===== config.mk =====
export PLATFORM = sky130hd
export DESIGN_NAME = binary_morphology_3x3_flat
export DESIGN_NICKNAME = d
export VERILOG_FILES = /design/src/hw/rtl/bmorph_pkg.sv /design/src/hw/rtl/bmorph_if.sv /design/src/hw/rtl/binary_morphology_3x3.sv /design/src/flat_wrapper.sv
export SDC_FILE = /design/constraint.sdc
export NUM_CORES = 2
export LEC_CHECK = 0
export BUFFER_PORTS_ARGS = -buffer_cell sky130_fd_sc_hd__buf_2
export CORE_ASPECT_RATIO = 0.7
export CORE_UTILIZATION = 50
export DETAILED_ROUTE_END_ITERATION = 16
export GPL_ROUTABILITY_DRIVEN = 0
export PLACE_DENSITY = 0.65
export SLEW_MARGIN = 0
export SYNTH_ARGS = -nofsm -noshare
export SYNTH_HDL_FRONTEND = slang
export SYNTH_SLANG_ARGS = --single-unit

===== constraint.sdc =====
create_clock -name clk_i -period 21.5 [get_ports clk_i]
set_clock_uncertainty 0.1 [all_clocks]
set_input_delay 2.15 -clock clk_i [delete_from_list [all_inputs] [get_ports clk_i]]
set_output_delay 2.15 -clock clk_i [all_outputs]
set_load 0.02 [all_outputs]

===== src/hw/rtl/bmorph_pkg.sv =====
// ----------------------------------------------------------------------------
// bmorph_pkg
// Shared widths, register indexes, operation codes, size limits and reset
// dimensions of the 3x3 binary morphology block.
// ----------------------------------------------------------------------------
`default_nettype none

package bmorph_pkg;

  // configuration field widths
  localparam int DIM_W     = 11;
  localparam int CFG_IDX_W = 2;

  // configuration register indexes
  localparam logic [CFG_IDX_W-1:0] CFG_IMAGE_WIDTH  = 2'd0;
  localparam logic [CFG_IDX_W-1:0] CFG_IMAGE_HEIGHT = 2'd1;
  localparam logic [CFG_IDX_W-1:0] CFG_OPERATION    = 2'd2;

  // operation codes
  localparam logic OP_DILATE = 1'b0;
  localparam logic OP_ERODE  = 1'b1;

  // size limits and reset dimensions
  localparam int MAX_WIDTH_DEF  = 1024;
  localparam int MAX_HEIGHT_DEF = 1024;
  localparam int DIM_RESET      = 1024;

endpackage

`default_nettype wire


===== src/hw/rtl/bmorph_if.sv =====
// ----------------------------------------------------------------------------
// bmorph interfaces
// Valid/ready channels of the morphology block: configuration writes,
// input pixel requests and result requests.
// ----------------------------------------------------------------------------
`default_nettype none

// configuration write channel
interface bmorph_cfg_if;
  logic                             valid;
  logic                             ready;
  logic [bmorph_pkg::CFG_IDX_W-1:0] index;
  logic [bmorph_pkg::DIM_W-1:0]     data;

  modport source (output valid, index, data, input ready);
  modport sink   (input valid, index, data, output ready);
endinterface

// input pixel channel
interface bmorph_pix_in_if;
  logic valid;
  logic ready;
  logic pixel_in;
  logic drain;

  modport source (output valid, pixel_in, drain, input ready);
  modport sink   (input valid, pixel_in, drain, output ready);
endinterface

// result channel
interface bmorph_pix_out_if;
  logic valid;
  logic ready;
  logic pixel_out;
  logic frame_last;

  modport source (output valid, pixel_out, frame_last, input ready);
  modport sink   (input valid, pixel_out, frame_last, output ready);
endinterface

`default_nettype wire


===== src/hw/rtl/binary_morphology_3x3.sv =====
// ----------------------------------------------------------------------------
// binary_morphology_3x3
// Streaming 3x3 binary dilation / erosion of a raster-order 1-bit mask.
// ----------------------------------------------------------------------------
// Usage:
//   cfg_i  writes image width, image height and operation (dilate/erode);
//          always ready, write only while the block is idle. Any write to a
//          listed register restarts the frame.
//   pix_i  takes one raster pixel per request; a drain request after the
//          last pixel of the frame pushes out one pending result.
//   res_o  gives one result per request, frame_last on the frame's last one.
// The result of pixel (x,y) is caused by the request of pixel (x+1,y+1) in
// raster order (or by a drain request near frame end) and reaches res_o
// through the read stage (line memory read) and then the window and the
// output register.
// Throughput is one request per clock while res_o takes results, set by the
// read-modify-write of the line memory; a one-column image forwards the
// word being written around the memory.
// Reset: counters clear, 1024x1024 (capped by MAX_WIDTH/MAX_HEIGHT), dilate.
// The line memory needs no clearing. When res_o stalls, one more request is
// taken into the read stage, then pix_i.ready drops until res_o frees.
// ----------------------------------------------------------------------------
`default_nettype none

module binary_morphology_3x3 #(
  parameter int MAX_WIDTH  = bmorph_pkg::MAX_WIDTH_DEF,
  parameter int MAX_HEIGHT = bmorph_pkg::MAX_HEIGHT_DEF
) (
  input  logic             clk_i,
  input  logic             rst_ni,
  bmorph_cfg_if.sink       cfg_i,
  bmorph_pix_in_if.sink    pix_i,
  bmorph_pix_out_if.source res_o
);

  localparam int ColW      = $clog2(MAX_WIDTH);
  localparam int RowW      = $clog2(MAX_HEIGHT);
  localparam int RowCntW   = $clog2(MAX_HEIGHT + 1);
  localparam int WidthRst  = (bmorph_pkg::DIM_RESET > MAX_WIDTH) ?
                             MAX_WIDTH : bmorph_pkg::DIM_RESET;
  localparam int HeightRst = (bmorph_pkg::DIM_RESET > MAX_HEIGHT) ?
                             MAX_HEIGHT : bmorph_pkg::DIM_RESET;

  // one column of the window: [0] row above, [1] middle row, [2] row below
  typedef logic [2:0] col_t;

  // control and payload of the memory read stage
  typedef struct packed {
    logic            pix;
    logic [ColW-1:0] col;
    logic            emit;
    logic            last;
    logic            fwd;
    logic            first;
    logic            left_ok;
    logic            right_ok;
    logic            top_ok;
    logic            bot_ok;
  } s1_t;

  // configuration registers (stored as last index)
  logic [ColW-1:0] wlast_q, wlast_d;
  logic [RowW-1:0] hlast_q, hlast_d;
  logic            op_q;
  logic            cfg_we;
  logic            cfg_hit;
  logic [31:0]     cfg_val;

  // frame position counters
  logic [ColW-1:0]    in_col_q, in_col_d;
  logic [RowCntW-1:0] in_row_q, in_row_d;
  logic [ColW-1:0]    out_x_q, out_x_d;
  logic [RowW-1:0]    out_y_q, out_y_d;

  // handshake and request decode
  logic in_ready;
  logic pix_acc;
  logic out_free;
  logic frame_full;
  logic past_lag;
  logic col_last;
  logic ox_last;
  logic oy_last;
  logic acc_write;
  logic acc_emit;
  logic acc_last;

  // read stage
  logic       s1_valid_q;
  s1_t        s1_q, s1_d;
  logic       s1_proc;
  logic [1:0] rd_q;
  logic       first_pix_q;

  // window and result
  col_t       win_l_q, win_c_q;
  col_t       new_col, c_col, row_msk;
  logic       rd_prev, rd_prev2;
  logic [8:0] wnd, msk;
  logic       res_bit;
  logic [1:0] wr_word;
  logic       out_valid_q;
  logic       res_pix_q, res_last_q;

  // line memory: {row two above, row above} per column
  logic [1:0] line_mem [MAX_WIDTH];

  // configuration decode and clamping
  assign cfg_i.ready = 1'b1;
  assign cfg_we      = cfg_i.valid;
  assign cfg_val     = 32'(cfg_i.data);
  assign cfg_hit     = cfg_we && (cfg_i.index == bmorph_pkg::CFG_IMAGE_WIDTH  ||
                                  cfg_i.index == bmorph_pkg::CFG_IMAGE_HEIGHT ||
                                  cfg_i.index == bmorph_pkg::CFG_OPERATION);

  always_comb begin
    if (cfg_val == 32'd0) begin
      wlast_d = '0;
    end else if (cfg_val > 32'(MAX_WIDTH)) begin
      wlast_d = ColW'(MAX_WIDTH - 1);
    end else begin
      wlast_d = ColW'(cfg_val - 32'd1);
    end
    if (cfg_val == 32'd0) begin
      hlast_d = '0;
    end else if (cfg_val > 32'(MAX_HEIGHT)) begin
      hlast_d = RowW'(MAX_HEIGHT - 1);
    end else begin
      hlast_d = RowW'(cfg_val - 32'd1);
    end
  end

  always_ff @(posedge clk_i or negedge rst_ni) begin
    if (!rst_ni) begin
      wlast_q <= ColW'(WidthRst - 1);
      hlast_q <= RowW'(HeightRst - 1);
      op_q    <= bmorph_pkg::OP_DILATE;
    end else if (cfg_we) begin
      unique case (cfg_i.index)
        bmorph_pkg::CFG_IMAGE_WIDTH:  wlast_q <= wlast_d;
        bmorph_pkg::CFG_IMAGE_HEIGHT: hlast_q <= hlast_d;
        bmorph_pkg::CFG_OPERATION:    op_q    <= cfg_i.data[0];
        default: ;
      endcase
    end
  end

  // handshake
  assign out_free    = !out_valid_q || res_o.ready;
  assign s1_proc     = s1_valid_q && (!s1_q.emit || out_free);
  assign in_ready    = !s1_valid_q || s1_proc;
  assign pix_i.ready = in_ready;
  assign pix_acc     = pix_i.valid && in_ready;

  // request decode: write, result and frame end
  assign frame_full = in_row_q > RowCntW'(hlast_q);
  assign past_lag   = (in_row_q != '0) &&
                      !((in_row_q == RowCntW'(1)) && (in_col_q == '0));
  assign col_last   = in_col_q == wlast_q;
  assign ox_last    = out_x_q == wlast_q;
  assign oy_last    = out_y_q == hlast_q;
  assign acc_write  = pix_acc && (frame_full || !pix_i.drain);
  assign acc_emit   = pix_acc && (frame_full || (!pix_i.drain && past_lag));
  assign acc_last   = acc_emit && ox_last && oy_last;

  // position counters
  always_comb begin
    in_col_d = in_col_q;
    in_row_d = in_row_q;
    out_x_d  = out_x_q;
    out_y_d  = out_y_q;
    priority if (cfg_hit || acc_last) begin
      in_col_d = '0;
      in_row_d = '0;
      out_x_d  = '0;
      out_y_d  = '0;
    end else begin
      if (acc_write) begin
        // single-row frame: drain reads start one column ahead
        if (!col_last) begin
          in_col_d = in_col_q + 1'b1;
        end else if (!frame_full && hlast_q == '0 && wlast_q != '0) begin
          in_col_d = ColW'(1);
        end else begin
          in_col_d = '0;
        end
        if (col_last && !frame_full) begin
          in_row_d = in_row_q + 1'b1;
        end
      end
      if (acc_emit) begin
        if (ox_last) begin
          out_x_d = '0;
          out_y_d = out_y_q + 1'b1;
        end else begin
          out_x_d = out_x_q + 1'b1;
        end
      end
    end
  end

  // read stage contents
  always_comb begin
    s1_d.pix      = !frame_full && pix_i.pixel_in;
    s1_d.col      = in_col_q;
    s1_d.emit     = acc_emit;
    s1_d.last     = acc_last;
    s1_d.fwd      = s1_proc && (s1_q.col == in_col_q);
    s1_d.first    = acc_emit && (hlast_q == '0) && (out_x_q == '0);
    s1_d.left_ok  = out_x_q != '0;
    s1_d.right_ok = !ox_last;
    s1_d.top_ok   = out_y_q != '0;
    s1_d.bot_ok   = !oy_last;
  end

  // control registers
  always_ff @(posedge clk_i or negedge rst_ni) begin
    if (!rst_ni) begin
      in_col_q    <= '0;
      in_row_q    <= '0;
      out_x_q     <= '0;
      out_y_q     <= '0;
      s1_valid_q  <= 1'b0;
      out_valid_q <= 1'b0;
    end else begin
      in_col_q <= in_col_d;
      in_row_q <= in_row_d;
      out_x_q  <= out_x_d;
      out_y_q  <= out_y_d;
      if (in_ready) begin
        s1_valid_q <= acc_write;
      end
      if (s1_proc && s1_q.emit) begin
        out_valid_q <= 1'b1;
      end else if (res_o.ready) begin
        out_valid_q <= 1'b0;
      end
    end
  end

  // line memory: write back from the read stage, read for the new request
  always_ff @(posedge clk_i) begin
    if (s1_proc) begin
      line_mem[s1_q.col] <= wr_word;
    end
    if (acc_write) begin
      rd_q <= line_mem[in_col_q];
    end
  end

  // column read, with forwarding of the word written in the same cycle
  assign rd_prev  = s1_q.fwd ? win_c_q[2] : rd_q[0];
  assign rd_prev2 = s1_q.fwd ? win_c_q[1] : rd_q[1];
  assign new_col  = {s1_q.pix, rd_prev, rd_prev2};
  assign wr_word  = {rd_prev, s1_q.pix};
  assign c_col    = s1_q.first ? {1'b0, first_pix_q, 1'b0} : win_c_q;

  // neighbourhood with edge masking
  assign row_msk = {s1_q.bot_ok, 1'b1, s1_q.top_ok};
  assign wnd     = {new_col, c_col, win_l_q};
  assign msk     = {row_msk & {3{s1_q.right_ok}}, row_msk, row_msk & {3{s1_q.left_ok}}};

  always_comb begin
    unique case (op_q)
      bmorph_pkg::OP_DILATE: res_bit = |(wnd & msk);
      bmorph_pkg::OP_ERODE:  res_bit = &(wnd | ~msk);
    endcase
  end

  // payload registers
  always_ff @(posedge clk_i) begin
    if (acc_write) begin
      s1_q <= s1_d;
    end
    if (acc_write && !frame_full && in_row_q == '0 && in_col_q == '0) begin
      first_pix_q <= pix_i.pixel_in;
    end
    if (s1_proc) begin
      win_l_q <= c_col;
      win_c_q <= new_col;
    end
    if (s1_proc && s1_q.emit) begin
      res_pix_q  <= res_bit;
      res_last_q <= s1_q.last;
    end
  end

  // result channel
  assign res_o.valid      = out_valid_q;
  assign res_o.pixel_out  = res_pix_q;
  assign res_o.frame_last = res_last_q;

  // column and result position counters stay inside the configured frame
  a_bounds: assert property (@(posedge clk_i) disable iff (!rst_ni)
    (in_col_q <= wlast_q) && (out_x_q <= wlast_q) && (out_y_q <= hlast_q))
    else $error("frame counter beyond configured size");

  // the last result of a frame restarts all counters
  a_restart: assert property (@(posedge clk_i) disable iff (!rst_ni)
    (pix_acc && acc_last) |=>
      (in_row_q == '0) && (in_col_q == '0) && (out_x_q == '0) && (out_y_q == '0))
    else $error("counters not restarted after frame end");

  // no result while the first row is still arriving
  a_lag: assert property (@(posedge clk_i) disable iff (!rst_ni)
    (pix_acc && acc_emit) |-> (in_row_q != '0))
    else $error("result issued within the first row");

endmodule

`default_nettype wire


===== src/flat_wrapper.sv =====
// flat-port wrapper written by rule: the top's interface ports become plain ports
module binary_morphology_3x3_flat 
#(
  parameter int MAX_WIDTH  = bmorph_pkg::MAX_WIDTH_DEF,
  parameter int MAX_HEIGHT = bmorph_pkg::MAX_HEIGHT_DEF
)
  (clk_i, rst_ni, cfg_i_valid, cfg_i_index, cfg_i_data, cfg_i_ready, pix_i_valid, pix_i_pixel_in, pix_i_drain, pix_i_ready, res_o_valid, res_o_pixel_out, res_o_frame_last, res_o_ready);
  bmorph_cfg_if cfg_i_i ();
  bmorph_pix_in_if pix_i_i ();
  bmorph_pix_out_if res_o_i ();
  input  logic clk_i;
  input  logic rst_ni;
  input wire logic [$bits(cfg_i_i.valid)-1:0] cfg_i_valid;
  input wire logic [$bits(cfg_i_i.index)-1:0] cfg_i_index;
  input wire logic [$bits(cfg_i_i.data)-1:0] cfg_i_data;
  output wire logic [$bits(cfg_i_i.ready)-1:0] cfg_i_ready;
  input wire logic [$bits(pix_i_i.valid)-1:0] pix_i_valid;
  input wire logic [$bits(pix_i_i.pixel_in)-1:0] pix_i_pixel_in;
  input wire logic [$bits(pix_i_i.drain)-1:0] pix_i_drain;
  output wire logic [$bits(pix_i_i.ready)-1:0] pix_i_ready;
  output wire logic [$bits(res_o_i.valid)-1:0] res_o_valid;
  output wire logic [$bits(res_o_i.pixel_out)-1:0] res_o_pixel_out;
  output wire logic [$bits(res_o_i.frame_last)-1:0] res_o_frame_last;
  input wire logic [$bits(res_o_i.ready)-1:0] res_o_ready;
  assign cfg_i_i.valid = cfg_i_valid;
  assign cfg_i_i.index = cfg_i_index;
  assign cfg_i_i.data = cfg_i_data;
  assign cfg_i_ready = cfg_i_i.ready;
  assign pix_i_i.valid = pix_i_valid;
  assign pix_i_i.pixel_in = pix_i_pixel_in;
  assign pix_i_i.drain = pix_i_drain;
  assign pix_i_ready = pix_i_i.ready;
  assign res_o_valid = res_o_i.valid;
  assign res_o_pixel_out = res_o_i.pixel_out;
  assign res_o_frame_last = res_o_i.frame_last;
  assign res_o_i.ready = res_o_ready;
  binary_morphology_3x3 #(.MAX_WIDTH(MAX_WIDTH), .MAX_HEIGHT(MAX_HEIGHT)) u_core (.clk_i(clk_i), .rst_ni(rst_ni), .cfg_i(cfg_i_i), .pix_i(pix_i_i), .res_o(res_o_i));
endmodule

==> impl_metrics.ini <==
[synth]
synth_seq_cells = 2142
ys_seq_area_share_pct = 71.8
postSynthAreaPerCell_um2 = 16.7
synthCells = 5349
yosysTopAreaCell = edfxtp_1
synth_top_flop_cell = edfxtp_1
synth_nets = 5389
synth_area_leaders = edfxtp_1 (70%), mux4_2 (11%), nor2_1 (4.7%), mux2i_1 (1.8%), dfrtp_1 (1.2%)
async_reset_ff_share_pct = 2.99
yosysWarnings = 0
mappedNetlistArea_mm2 = 0.0892
synth_edf_count = 2078
synth_cell_types = 92
yosys.area.top_type_share_pct = 70.0

[grt]
grt_max_degree = 231
grt_usage_pct = 28.7
grt_overflow = 0
grt_pass1_wl_um = 366000
grt_pass1_vias = 49000
antenna_found_initial = 9

[die]
start_util_pct = 50.4
die_area_mm2 = 0.180
rows = 129
dieWidth_um = 507
ios = 25
fp.dieH_um = 355
coreArea_mm2 = 0.177

[finish]
seqCellArea_mm2 = 0.0640
nets = 5312
multiInputGateArea_mm2 = 0.0227
fin_area_mm2 = 0.0971
fillers = 13900
drive_above_1_share_pct = 18.3
areaGrowthSynthToFinish_pct = 8.87

[hold_path]
hp-class = flip-flop to flip-flop

[route]
avgViaCountPerCell = 6.59
wire_per_inst_um = 33.1
ant_nets = 0
drt-total-wl_um = 258000
drc = 0
firstDrtPassIters = 5
vias = 51300
initialDrtViolationCount = 8441

[clock_tree]
hold_buffers = 0
numCtsBuffers = 189
htree_levels = 4
cts-root-buf = clkbuf_16
clkTransAtPathRegs_ns = 0.06
clock_latency_ns = 0.84
tritoncts = yes
cts_resized = 0
clk_path_buf_depth = 3
clock_sinks = 2142
post-cts-setup-buffers = 0

[placed_design]
place_ws_ns = 14.72
dp_hpwl_um = 143000
placed_cell_area_mm2 = 0.0911
port_buffers = 23

[critical_path]
worstPathMaxFanout = 100
worst_ep_arrival_time_ns = 7.28
worst-setup-path-type = flip-flop to flip-flop
crit_required_ns = 21.94
startpoint_type = flip-flop
endpoint_kind = flip-flop

[timing]
fin_crit_sh_pct = 31.8
rsz0062_at_grt = false
setup_tns_ns = 0
min_period_ns = 6.84
timing.fmax_ghz = 0.146
layout_setup_ws_ns = 14.66
hold_ws_ns = 0.347
hold_viol_final = 0
setup_viol = 0
maxSlewHeadroom_pct = 5.51
report.final.slew_viol_count = 0
tightest_slew_ns = 1.41

[run_status]
status = completed

[power_and_ir_drop]
p_per_area_mw_per_mm2 = 87.3
max-vdd-ir-drop_v = 0.0000872
power_leakage_nw = 29.1

[job]
cap_viol_max_count = 0
-- final timing paths --
path	from	endpoint	slack (ns)	depth (start not counted)
min reg2reg	u_core.s1_q[6]$_DFFE_PP_	u_core.res_o.frame_last$_DFFE_PP_	0.35	0
max	u_core.in_col_q[0]$_DFFE_PN0P_	u_core.rd_q[1]$_DFFE_PP_	14.66	10
max reg2reg	u_core.in_col_q[0]$_DFFE_PN0P_	u_core.rd_q[1]$_DFFE_PP_	14.66	10
min	u_core.s1_q[6]$_DFFE_PP_	u_core.res_o.frame_last$_DFFE_PP_	0.35	0
min in group asynchronous	rst_ni	u_core.in_row_q[6]$_DFFE_PN0P_	1.44	2
max in group asynchronous	rst_ni	u_core.in_col_q[0]$_DFFE_PN0P_	19.22	2
-- critical path, stage by stage, from the launching register on --
cell and delay (ns):
dfrtp_4 0.94, buf_4 0.78, buf_12 0.65, or3_2 1.06
o221ai_1 0.27, a221oi_1 0.27, a311oi_1 0.20, a211oi_1 1.13
nor3_1 0.29, o221ai_1 0.58, o31ai_1 0.15
-- cell usage after synthesis, drive strengths merged (33+ instances only) --
cell type	count
a21oi	83
clkbuf	185
a22oi	53
nand2	208
o21ai	68
buf	241
dfrtp	44
nor2	1119
nand3	46
mux4	459
nor3	36
xor2	42
mux2i	163
inv	40
a221oi	33
xnor2	35
edfxtp	2078
-- cell families (layout without fill, tap and decap cells) --
logic type / after synthesis / in the layout / synth area share, %
flops: 2142 / 2142 / 71.8
xor+xnor: 77 / 77 / 0.756
compound gates: 425 / 425 / 3.35
simple gates: 1583 / 1583 / 7.36
buf+inv: 469 / 543 / 2.88
fa+ha+maj: 20 / 20 / 0.281
other cells: 1 / 5 / 0.00420
mux: 632 / 632 / 13.6
-- per-layer routing --
| layer | track usage [%] | up-vias | part of all wire [%] |
|---|---|---|---|
| met4 | 8.23 | 8 | 2.7 |
| li1 | - | 20500 | - |
| met2 | 40.4 | 3502 | 43 |
| met1 | 43.6 | 26800 | 41 |
| met3 | 7.95 | 418 | 14 |
| met5 | 0 | - | 0.023 |
-- layout make-up --
| class | instances | area share (%) |
|---|---|---|
| diodes | 4 | 0.0103 |
| clock buffers | 232 | 5.19 |
| clock inverters | 110 | 0.921 |
| inverters | 42 | 0.173 |
| multi-input cells | 2738 | 23.4 |
| flip-flops and latches | 2142 | 66.0 |
| well taps | 2358 | 3.04 |
| repair buffers | 159 | 1.29 |
-- sequential cells by signal, summed over array words and instances (netlist names) --
name,count
u_core.line_mem,2048
u_core.s1_q,16
u_core.in_row_q,11
u_core.hlast_q,10
u_core.in_col_q,10
u_core.out_x_q,10
u_core.out_y_q,10
u_core.wlast_q,10
u_core.win_c_q,3
u_core.win_l_q,3
u_core.msk,2
u_core.rd_q,2
u_core.first_pix_q,1
u_core.new_col,1
u_core.op_q,1
u_core.res_o.frame_last,1
u_core.res_o.pixel_out,1
u_core.res_o.valid,1
u_core.s1_valid_q,1
-- power breakdown --
group / internal [W] / switching, W
registers: 0.00460 / 0.0000238
logic: 0.000198 / 0.000303
clock network: 0.00182 / 0.00153
-- layout by cell type (no fill, tap or decap), drive strengths merged, types with 7 or more instances in the layout --
| cell | Yosys | final |
|---|---|---|
| edfxtp | 2078 | 2078 |
| a221oi | 33 | 33 |
| and2 | 15 | 15 |
| a31oi | 16 | 16 |
| o21ai | 68 | 68 |
| nor2 | 1119 | 1119 |
| or2 | 13 | 13 |
| inv | 40 | 46 |
| nor3 | 36 | 36 |
| nor4 | 23 | 23 |
| dfrtp | 44 | 44 |
| dfstp | 20 | 20 |
| nand3 | 46 | 46 |
| nand2b | 17 | 17 |
| nand2 | 208 | 208 |
| o22ai | 32 | 32 |
| o221ai | 20 | 20 |
| o211ai | 11 | 11 |
| a211oi | 22 | 22 |
| clkinv | 2 | 86 |
| xnor2 | 35 | 35 |
| mux2 | 10 | 10 |
| and3 | 15 | 15 |
| a22o | 18 | 18 |
| mux2i | 163 | 163 |
| bufinv | 0 | 13 |
| ha | 20 | 20 |
| nand4 | 29 | 29 |
| mux4 | 459 | 459 |
| clkbuf | 185 | 232 |
| buf | 241 | 159 |
| clkinvlp | 0 | 7 |
| a2111oi | 7 | 7 |
| a21oi | 83 | 83 |
| a22oi | 53 | 53 |
| nor3b | 11 | 11 |
| xor2 | 42 | 42 |
| nor2b | 23 | 23 |
-- metrics by stage --
step	utilization, %	total power, W	std cells
2_1_floorplan	-	0.00514	5349
3_3_place_gp	51.5	0.00520	7439
3_5_place_dp	51.5	0.00521	7439
4_1_cts	54.9	0.00849	7781
5_1_grt	54.9	0.00868	7781
6_report	54.9	0.00847	7785
(Power assumes the default switching activity.)
